## src/hw/rtl/ssa_div_cell.sv

```systemverilog
// One quotient-bit cell of a pipelined restoring divider chain.
`default_nettype none
module ssa_div_cell #(
  parameter int  NUM_W  = 32,
  parameter int  DIV_W  = 34,
  parameter int  QW     = 32,
  parameter type side_t = logic
) (
  input  wire logic             clk,
  input  wire logic             rst,
  input  wire logic             en,
  input  wire logic             in_vld,
  input  wire logic [DIV_W-1:0] in_rem,
  input  wire logic [NUM_W-1:0] in_num,
  input  wire logic [DIV_W-1:0] in_div,
  input  wire logic [QW-1:0]    in_quo,
  input  wire side_t            in_side,
  output logic                  out_vld,
  output logic [DIV_W-1:0]      out_rem,
  output logic [NUM_W-1:0]      out_num,
  output logic [DIV_W-1:0]      out_div,
  output logic [QW-1:0]         out_quo,
  output side_t                 out_side
);
  logic [DIV_W:0] rem_sh;
  logic           take;

  assign rem_sh = {in_rem, in_num[NUM_W-1]};
  assign take   = (rem_sh >= {1'b0, in_div});

  always_ff @(posedge clk) begin
    if (rst) begin
      out_vld <= 1'b0;
    end else if (en) begin
      out_vld <= in_vld;
    end
  end

  always_ff @(posedge clk) begin
    if (en) begin
      out_rem  <= take ? DIV_W'(rem_sh - {1'b0, in_div}) : rem_sh[DIV_W-1:0];
      out_num  <= {in_num[NUM_W-2:0], 1'b0};
      out_div  <= in_div;
      out_quo  <= {in_quo[QW-2:0], take};
      out_side <= in_side;
    end
  end
endmodule
`default_nettype wire

```

## config.mk

```make
export PLATFORM = sky130hd
export DESIGN_NAME = ssa_div_cell
export DESIGN_NICKNAME = d
export VERILOG_FILES = /design/src/hw/rtl/ssa_div_cell.sv
export SDC_FILE = /design/constraint.sdc
export NUM_CORES = 1
export LEC_CHECK = 0
export BUFFER_PORTS_ARGS = -buffer_cell sky130_fd_sc_hd__buf_2
export CORE_MARGIN = 10
export CORE_UTILIZATION = 44
export DETAILED_ROUTE_END_ITERATION = 16
export PLACE_DENSITY_LB_ADDON = 0.15
export SYNTH_ARGS = -nofsm -noshare
export SYNTH_HDL_FRONTEND = slang
export SYNTH_SLANG_ARGS = --single-unit
```

## constraint.sdc

```tcl
create_clock -name clk -period 2.95 [get_ports clk]
set_input_delay 0.4425 -clock clk [delete_from_list [all_inputs] [get_ports clk]]
set_output_delay 0.4425 -clock clk [all_outputs]
set_load 0.01 [all_outputs]
```

==> impl_metrics.yaml <==
timing:
  period_minus_slack_ps: 2740
  setup_slack_ps: 214
  finalCritPeriodShare_pct: 92.8
  hold_viol: 0
  maxSlewViolCount: 0
  fin_skew_ps: 0
  maxSlewHeadroom_pct: 54.8
  rsz0062_at_grt: "false"
  worst_slew_pin_slew_ps: 678
  setup_violations: 0
  fmax_mhz: 365
clocking:
  htree_levels: 4
  path_clk_slew_ps: 60
  cts_tree: "done"
  root_buffer: "clkbuf_16"
  clock-sinks: 133
  clock_latency_ps: 430
  cts_buffers: 17
  cts_resized: 0
  postCtsHoldBufs: 0
  clockBufferDepth: 2
  post_cts_buffers: 0
synthesis:
  synth-xor-area-share_pct: 4.11
  ys_top_cells_by_area: "edfxtp_1, ha_1, o21ai_0"
  synth_top_flop_cell: "edfxtp_1"
  synth_compound_area_share_pct: 13.6
  synth_nets: 687
  syn_inst: 515
  synth-simple-area-share_pct: 8.66
  synth.largest_area_cell: "edfxtp_1"
  synth_fa_ha_area_share_pct: 6.97
  synth_area_sq_um: 6390
  ys_ff_latch: 133
  synthMuxAreaShare_pct: 0.333
  synth_edf_count: 132
  syn_area_per_cell_sq_um: 12.4
  synth-async-reset-ratio_pct: 0
  synth.distinct_cells: 56
  synth_top_family_by_area: "compound AO/OA/AOI/OAI gates"
  yosysSeqAreaShare_pct: 62.4
  synth.top_cell.area_share_pct: 62.0
  yosysWarnings: 0
power:
  power_density_nw_per_um2: 623
  vdd_drop_max_mv: 0.384
  leakage_uw: 0.00398
placed_design:
  post-dp-hpwl_mm: 15.3
  gp_congestion: 0.866
  portBuffers: 268
  place_ws_ps: -311
  place_inst: 987
  dpl_cell_area_sq_um: 8200
final_layout:
  syn_to_final_growth_pct: 37.6
  final_area_sq_um: 8790
  fin_cells: 1021
  final_core_util_pct: 62.6
  drive_above_1_share_pct: 41.8
  final_nets: 998
routing:
  detail_route.iter0.violations: 222
  totalWireLength_mm: 19.1
  viasPerCell: 4.98
  drc: 0
  wire_per_inst_microns: 18.7
  antenna_left: 0
  num_vias: 5087
  firstDrtPassIters: 4
global_routing:
  grt_pass1_vias: 5257
  antenna_found_initial: 3
  grt_max_degree: 71
  grt_overflow: 0
  gr-usage-all-layers_pct: 18.6
  grt_pass1_wl_mm: 28.9
setup_path:
  crit_type: "in2reg"
  worstPathRequired_ps: 3130
  cp.arrival_ps: 2920
  cp-end-kind: "flip-flop"
  cp-start-kind: "primary input"
  critPathMaxFanout: 3
floorplanning:
  fp.dieW_microns: 140
  die_height_microns: 140
  start_util_pct: 45.5
  coreArea_sq_um: 14000
  rows: 43
  fp.dieArea_sq_um: 19700
  pin_count: 271
worst_hold_path:
  hold_class: "in2reg"
outcome:
  status: "complete, no violations"
run:
  maxCapViolCount: 0
cells in the final DEF (no fill, tap or decap), types with 2 or more instances in the layout:
cell type / count
nor2b_1: 3
o21bai_1: 7
diode_2: 2
ha_1: 34
xor2_1: 18
buf_4: 38
and2_1: 4
nand4_1: 8
nor4_1: 4
a21o_1: 16
a221o_1: 2
nor2_1: 19
edfxtp_1: 132
nand2_1: 56
o21ai_1: 2
o21a_1: 4
a21oi_1: 32
a21boi_0: 2
inv_6: 7
nor3_1: 4
inv_8: 3
nand3_1: 4
clkinvlp_4: 3
o31ai_1: 2
buf_2: 267
buf_12: 2
nand2b_1: 5
o211ai_1: 2
and3_1: 7
clkbuf_16: 17
a31oi_1: 4
inv_1: 42
xnor2_1: 12
o21ai_0: 48
cell usage after synthesis, types with 8 or more instances:
cell type,number
nand4_1,8
a21oi_1,32
edfxtp_1,132
nor2_1,19
nand2_1,56
a21o_1,16
xor2_1,18
ha_1,34
xnor2_1,12
inv_1,42
o21ai_0,48
report_power, final:
group          switching, uW  internal [uW]
Clock                    885           1190
Sequential              42.7           2310
Combinational            593            458
critical path, stage by stage:
cell and delay [ps]:
buf_2 100, inv_1 50, ha_1 150, inv_1 50
fa_1 390, a21o_1 220, a221oi_2 330, o21ai_1 140
a21oi_1 160, o21ai_0 230, a211oi_2 310, nor4b_2 80
a311o_1 270
per-layer routing:
| metal | vias up | track usage (%) | share of wire (%) |
|---|---|---|---|
| met5 | - | 0 | 0.089 |
| met4 | 2 | 5.92 | 1.3 |
| met3 | 21 | 6.59 | 7.5 |
| met2 | 182 | 32.1 | 51 |
| met1 | 2360 | 21.0 | 40 |
| li1 | 2522 | - | - |
cell type report:
cell class / count / area, sq um
Inverter: 43 / 161
Clock buffer: 17 / 425
Fill cell: 1168 / 5250
Tap cell: 180 / 225
Multi-Input combinational cell: 323 / 2160
Sequential cell: 133 / 3980
Antenna cell: 2 / 5.00
Clock inverter: 15 / 156
Timing Repair Buffer: 308 / 1670
worst paths after layout:
kind / start / to / slack, ps / cells past startpoint
min: rst / out_vld$_SDFFE_PP0P_ / 160 / 2
max: in_num[31] / out_rem[32]$_DFFE_PP_ / 210 / 13
max reg2reg: out_vld$_SDFFE_PP0P_ / out_vld$_SDFFE_PP0P_ / 2360 / 2
min reg2reg: out_vld$_SDFFE_PP0P_ / out_vld$_SDFFE_PP0P_ / 510 / 2
cell families (layout without fill, tap and decap cells):
kind of cell / after synthesis / in the layout
adders and majority gates: 35 / 35
buffers and inverters: 59 / 383
AOI/OAI and AO/OA: 137 / 137
DFF: 133 / 133
xor gates and xnor gates: 30 / 30
and+or+nand+nor: 118 / 118
muxes: 2 / 2
other: 1 / 3
sequential cells by signal (all words and copies together) (netlist names):
signal    flops
out_num      31
out_side      1
out_vld       1
out_quo      32
out_div      34
out_rem      34
through the flow:
stage,total power [uW],hold WS [ps],TNS [ps]
2_1_floorplan,2930,515,0
3_3_place_gp,3430,475,-1160
3_5_place_dp,3450,495,-1960
4_1_cts,5550,146,0
5_1_grt,5730,165,0
6_report,5480,161,0
No activity file was read; power rests on OpenSTA's default activity.
