File: src/hw/rtl/ssa_pkg.sv
// Shared types, constants and helpers for the seek/arrive steering block.
`default_nettype none
package ssa_pkg;

  localparam int COORD_W  = 32;             // coordinate, velocity and force width
  localparam int DIFF_W   = COORD_W + 1;    // exact offset / offset magnitude
  localparam int SPEED_W  = 31;             // max_speed register width
  localparam int HALF_W   = 31;             // magnitude after range shift
  localparam int RAD_W    = 64;             // radicand, padded to an even width
  localparam int ROOT_W   = 32;             // floor(sqrt) width
  localparam int REM_W    = ROOT_W + 2;     // sqrt partial remainder
  localparam int DIST_W   = ROOT_W + 2;     // root shifted by up to two
  localparam int ARR_NUM_W = DIST_W + 4;    // span * 10
  localparam int ARR_DIV_W = 4;             // 3 * decel_factor
  localparam int PROD_W   = 64;             // |d| * speed
  localparam int QUOT_W   = 32;             // |d| * speed / span
  localparam int SPLIT_W  = 16;             // low slice of the partial products

  localparam logic REQ_SEEK   = 1'b0;
  localparam logic REQ_ARRIVE = 1'b1;
  localparam logic [1:0] DECEL_NONE = 2'd0;

  typedef struct packed {
    logic                        req_type;
    logic signed [COORD_W-1:0]   target_x;
    logic signed [COORD_W-1:0]   target_y;
    logic signed [COORD_W-1:0]   pos_x;
    logic signed [COORD_W-1:0]   pos_y;
    logic signed [COORD_W-1:0]   vel_x;
    logic signed [COORD_W-1:0]   vel_y;
    logic [1:0]                  decel_factor;
  } req_t;

  typedef struct packed {
    logic signed [COORD_W-1:0] force_x;
    logic signed [COORD_W-1:0] force_y;
  } steer_t;

  typedef logic [SPEED_W-1:0] cfg_t;

  // travels alongside the square root chain
  typedef struct packed {
    logic                      arrive;
    logic [1:0]                decel;
    logic [1:0]                shift;
    logic                      sx;
    logic                      sy;
    logic [DIFF_W-1:0]         mx;
    logic [DIFF_W-1:0]         my;
    logic signed [COORD_W-1:0] vx;
    logic signed [COORD_W-1:0] vy;
  } sq_side_t;

  // travels alongside the arrive speed divider
  typedef struct packed {
    logic                      arrive;
    logic [1:0]                decel;
    logic [DIST_W-1:0]         span;
    logic                      sx;
    logic                      sy;
    logic [DIFF_W-1:0]         mx;
    logic [DIFF_W-1:0]         my;
    logic signed [COORD_W-1:0] vx;
    logic signed [COORD_W-1:0] vy;
  } ar_side_t;

  // travels alongside the x-lane normalising divider
  typedef struct packed {
    logic                      arrive;
    logic                      sx;
    logic signed [COORD_W-1:0] vx;
    logic signed [COORD_W-1:0] vy;
  } nx_side_t;

  function automatic logic signed [COORD_W-1:0] sat32(input logic signed [COORD_W+2:0] v);
    logic signed [COORD_W+2:0] hi;
    logic signed [COORD_W+2:0] lo;
    hi = (COORD_W+3)'(64'sh7FFF_FFFF);
    lo = -(COORD_W+3)'(64'sh8000_0000);
    if (v > hi) begin
      return COORD_W'(hi);
    end else if (v < lo) begin
      return COORD_W'(lo);
    end
    return v[COORD_W-1:0];
  endfunction

endpackage
`default_nettype wire

File: src/hw/rtl/ssa_sqrt_cell.sv
// One digit cell of the pipelined integer square root chain.
`default_nettype none
module ssa_sqrt_cell #(
  parameter type side_t = logic
) (
  input  wire logic                      clk,
  input  wire logic                      rst,
  input  wire logic                      en,
  input  wire logic                      in_vld,
  input  wire logic [ssa_pkg::REM_W-1:0]  in_rem,
  input  wire logic [ssa_pkg::ROOT_W-1:0] in_root,
  input  wire logic [ssa_pkg::RAD_W-1:0]  in_rad,
  input  wire side_t                      in_side,
  output logic                            out_vld,
  output logic [ssa_pkg::REM_W-1:0]       out_rem,
  output logic [ssa_pkg::ROOT_W-1:0]      out_root,
  output logic [ssa_pkg::RAD_W-1:0]       out_rad,
  output side_t                           out_side
);
  import ssa_pkg::*;

  logic [REM_W+1:0] rem_sh;
  logic [REM_W+1:0] trial;
  logic             take;

  assign rem_sh = {in_rem, in_rad[RAD_W-1 -: 2]};
  assign trial  = {2'b00, in_root, 2'b01};
  assign take   = (rem_sh >= trial);

  always_ff @(posedge clk) begin
    if (rst) begin
      out_vld <= 1'b0;
    end else if (en) begin
      out_vld <= in_vld;
    end
  end

  always_ff @(posedge clk) begin
    if (en) begin
      out_rem  <= take ? REM_W'(rem_sh - trial) : REM_W'(rem_sh);
      out_root <= {in_root[ROOT_W-2:0], take};
      out_rad  <= {in_rad[RAD_W-3:0], 2'b00};
      out_side <= in_side;
    end
  end
endmodule
`default_nettype wire

File: config.mk
export PLATFORM = sky130hd
export DESIGN_NAME = ssa_sqrt_cell
export DESIGN_NICKNAME = d
export VERILOG_FILES = /design/src/hw/rtl/ssa_pkg.sv /design/src/hw/rtl/ssa_sqrt_cell.sv
export SDC_FILE = /design/constraint.sdc
export NUM_CORES = 1
export LEC_CHECK = 0
export BUFFER_PORTS_ARGS = -buffer_cell sky130_fd_sc_hd__buf_4
export CAP_MARGIN = 20
export CORE_AREA = 10 10 126 128
export DETAILED_ROUTE_END_ITERATION = 16
export DIE_AREA = 0 0 136 138
export PLACE_DENSITY = 0.79
export RECOVER_POWER = 50
export SETUP_SLACK_MARGIN = 0.05
export SYNTH_ARGS = -nofsm -noshare
export SYNTH_HDL_FRONTEND = slang
export SYNTH_SLANG_ARGS = --single-unit
export TNS_END_PERCENT = 20
File: constraint.sdc
create_clock -name clk -period 3.98 [get_ports clk]
set_input_delay 0.597 -clock clk [delete_from_list [all_inputs] [get_ports clk]]
set_output_delay 0.597 -clock clk [all_outputs]
set_load 0.05 [all_outputs]
==> qor.txt <==
Status -> complete, but fails checks
Failing checks -> capacitance limit, slew limit
Main combinational cell family by area after synthesis -> compound AO/OA/AOI/OAI gates
Initial core utilization -> 46.53%
Vias in the first global route -> 5240
Worst endpoint required time -> 4130 ps
Clk pin slew, worst setup/hold paths -> 50 ps
Inserted Clock Buffers -> 17
Post-route insts no fill -> 966
Worst path arrival time -> 3150 ps
Layout Skew -> 0 ps
Row cnt -> 43
PortBufs -> 264
Via count -> 5037
Layout cell share with drive strength beyond 1 -> 33.21%
Synth Area in Simple Gates -> 8.742%
# diodes -> 0
Sequential share of the synthesized area -> 61.97%
Slew headroom -> -9.787%
XOR/XNOR Fraction of Synth Area -> 3.903%
CP max FO -> 34
Worst-Skew Late Latency -> 410 ps
Initial antenna violation count -> 1
Crit end category -> flop
Power density over the cells -> 500.9 nW/um2
Wire length per cell -> 20.81 um
Dpl hpwl -> 16160 um
Core Area -> 13500 um2
Post-CTS sizing -> 0
Adder-Cell Fraction of Synth Area -> 6.770%
GP Congestion -> 0.9392
Worst Hold Class -> in -> reg
Fmax -> 0.3336 GHz
Period utilization -> 75.32%
Synthesis Warnings -> 0
Mux cell area share after synthesis -> 1.175%
Pre-Repair DR Iteration Count -> 7
WS Path Type -> in -> reg
Avg Inst Size Synth -> 12.62 um2
Total chip power -> 4.441 mW
Post-Syn Area -> 6284 um2
Startpoint Class -> input pin
Critical path cell sequence -> clkbuf_4 > inv_1 > ha_1 > a21o_1 > o41ai_1 > o211ai_1 > a211oi_1 > o21a_2 > buf_4 > o21ai_1
#FFs+latches synth -> 130
Largest net degree at the start of global routing -> 68
# setup viols final -> 0
Post-synth ARST share -> 0%
Number of vias per cell -> 5.214
Pleak -> 3.837 nW
RSZ-0062 raised after global routing -> false
Post-synthesis compound-gate area fraction -> 13.74%
Die H -> 138 um
Routed Antenna Nets -> 0
Pins Over Slew Limit -> 64
First DRT Iteration DRCs -> 286
Area growth from synthesis to layout -> 41.10%
Setup TNS -> 0 ps
Final Hold Fails -> 0
Min Tclk post-route -> 2998 ps
CTS max path bufs -> 2
Clk sink count -> 130
DR DRC count -> 0
Slew at the pin with the worst max-slew slack -> 1647 ps
Postcts setup bufs -> 0
DRT met1 WL -> 7433 um
Total global-route track usage -> 20.79%
Leading cell type in the layout, fill and taps excluded -> buf_4
Placed cell count -> 934
CTS H-tree depth -> 4
Root Buffer -> clkbuf_16
Final Routed Wirelength -> 20110 um
CTS Hold Buffers Added -> 0
Die Footprint -> 18770 um2
Total length of routed met3 wires -> 1968 um
Total gr overflow -> 0
Slowest stage delay, CP -> 410 ps
Max-cap violations -> 1
Commonest cells after routing, fill and taps aside -> 136 x buf_4, 129 x edfxtp_1, 85 x clkbuf_4, 48 x nand2_1, 45 x clkbuf_1
DIE WIDTH -> 136 um
I/O pin cnt -> 267
Final nets -> 942
Synth cell types -> 58
Slowest cell on crit path -> o41ai_1
Synth Flop Type -> edfxtp_1
Global-route wire length before repair -> 30040 um
Post-synth EDFFs -> 129
WL met2 -> 10180 um
Top sig layer -> met5
Peak supply drop -> 316.1 uV
Mapped Cells -> 498
TritonCTS clock tree -> yes
[layout make-up]
type,instances,area [um2]
inverters,42,157.7
flip-flops and latches,130,3894
repair buffers,269,1857
well taps,180,225.2
fillers,1058,4638
clock buffers,17,425.4
clock inverters,15,141.4
multi-input cells,313,2166
[stage by stage]
| stage | hold WS, ps | cell area [um2] | worst slack (ps) | util (%) |
|---|---|---|---|---|
| floorplan | 669.4 | 6287 | 1017 | - |
| global placement | 482.8 | 8474 | 683.1 | 62.75 |
| detailed placement | 508.1 | 8474 | 584.0 | 62.75 |
| CTS | 326.9 | 9041 | 1020 | 66.95 |
| global route | 339.7 | 8866 | 876.3 | 65.65 |
| finish | 342.5 | 8866 | 982.4 | 65.65 |
[layer usage]
| layer | track usage, % | vias to the layer above |
|---|---|---|
| met5 | 0 | - |
| met1 | 22.04 | 2385 |
| met4 | 8.637 | 2 |
| li1 | - | 2402 |
| met2 | 36.11 | 216 |
| met3 | 7.681 | 32 |
[power by group]
part	internal (mW)	total (mW)	switching (mW)
Sequential	1.68	1.72	0.0389
Combinational	0.380	1.23	0.845
Clock	0.913	1.50	0.587
[critical path: cells and delay by family]
family / cells / cell delay [ps]
buffers and inverters: 3 / 520
adder cells (fa/ha/maj): 1 / 360
AO/OA/AOI/OAI: 6 / 1660
[cell families (layout without fill, tap and decap cells)]
| logic type | count (synthesis) | after routing |
|---|---|---|
| AND/OR/NAND/NOR | 113 | 113 |
| AO/OA/AOI/OAI | 129 | 129 |
| multiplexers | 7 | 7 |
| adder cells (fa/ha/maj) | 34 | 34 |
| flip-flops | 130 | 130 |
| buffers and inverters | 56 | 343 |
| XOR/XNOR | 28 | 28 |
| other | 1 | 2 |
[synth_stat cells, types with 3 or more instances]
| library cell | number | area (um2) |
|---|---|---|
| a21o_1 | 21 | 157.7 |
| a21oi_1 | 26 | 130.1 |
| a31oi_1 | 5 | 31.28 |
| and2_1 | 6 | 37.54 |
| and3_1 | 9 | 56.30 |
| buf_2 | 6 | 30.03 |
| buf_4 | 3 | 22.52 |
| clkbuf_1 | 5 | 18.77 |
| edfxtp_1 | 129 | 3874 |
| ha_1 | 34 | 425.4 |
| inv_1 | 41 | 153.9 |
| mux2_1 | 3 | 33.78 |
| mux2i_1 | 4 | 40.04 |
| nand2_1 | 48 | 180.2 |
| nand2b_1 | 6 | 37.54 |
| nand3_1 | 4 | 20.02 |
| nand4_1 | 7 | 43.79 |
| nor2_1 | 15 | 56.30 |
| nor3_1 | 8 | 40.04 |
| o211ai_1 | 3 | 22.52 |
| o21ai_0 | 12 | 60.06 |
| o21ai_1 | 31 | 155.2 |
| o31ai_1 | 3 | 22.52 |
| o41ai_1 | 3 | 26.28 |
| xnor2_1 | 12 | 105.1 |
| xor2_1 | 16 | 140.1 |
[flip-flops by register name, indices dropped and copies added (netlist names)]
signal and flops:
out_root 32, out_side 1, out_vld 1, out_rad 62, out_rem 34
[path summary, 6_finish.rpt]
kind               from  cells past startpoint  slack [ps]         end
max          in_root[7]                     10         980  out_rem[6]
min                 rst                      2         340     out_vld
max reg2reg     out_vld                      2        3380     out_vld
min reg2reg     out_vld                      2         520     out_vld
Power figures use the tool's default switching activity.
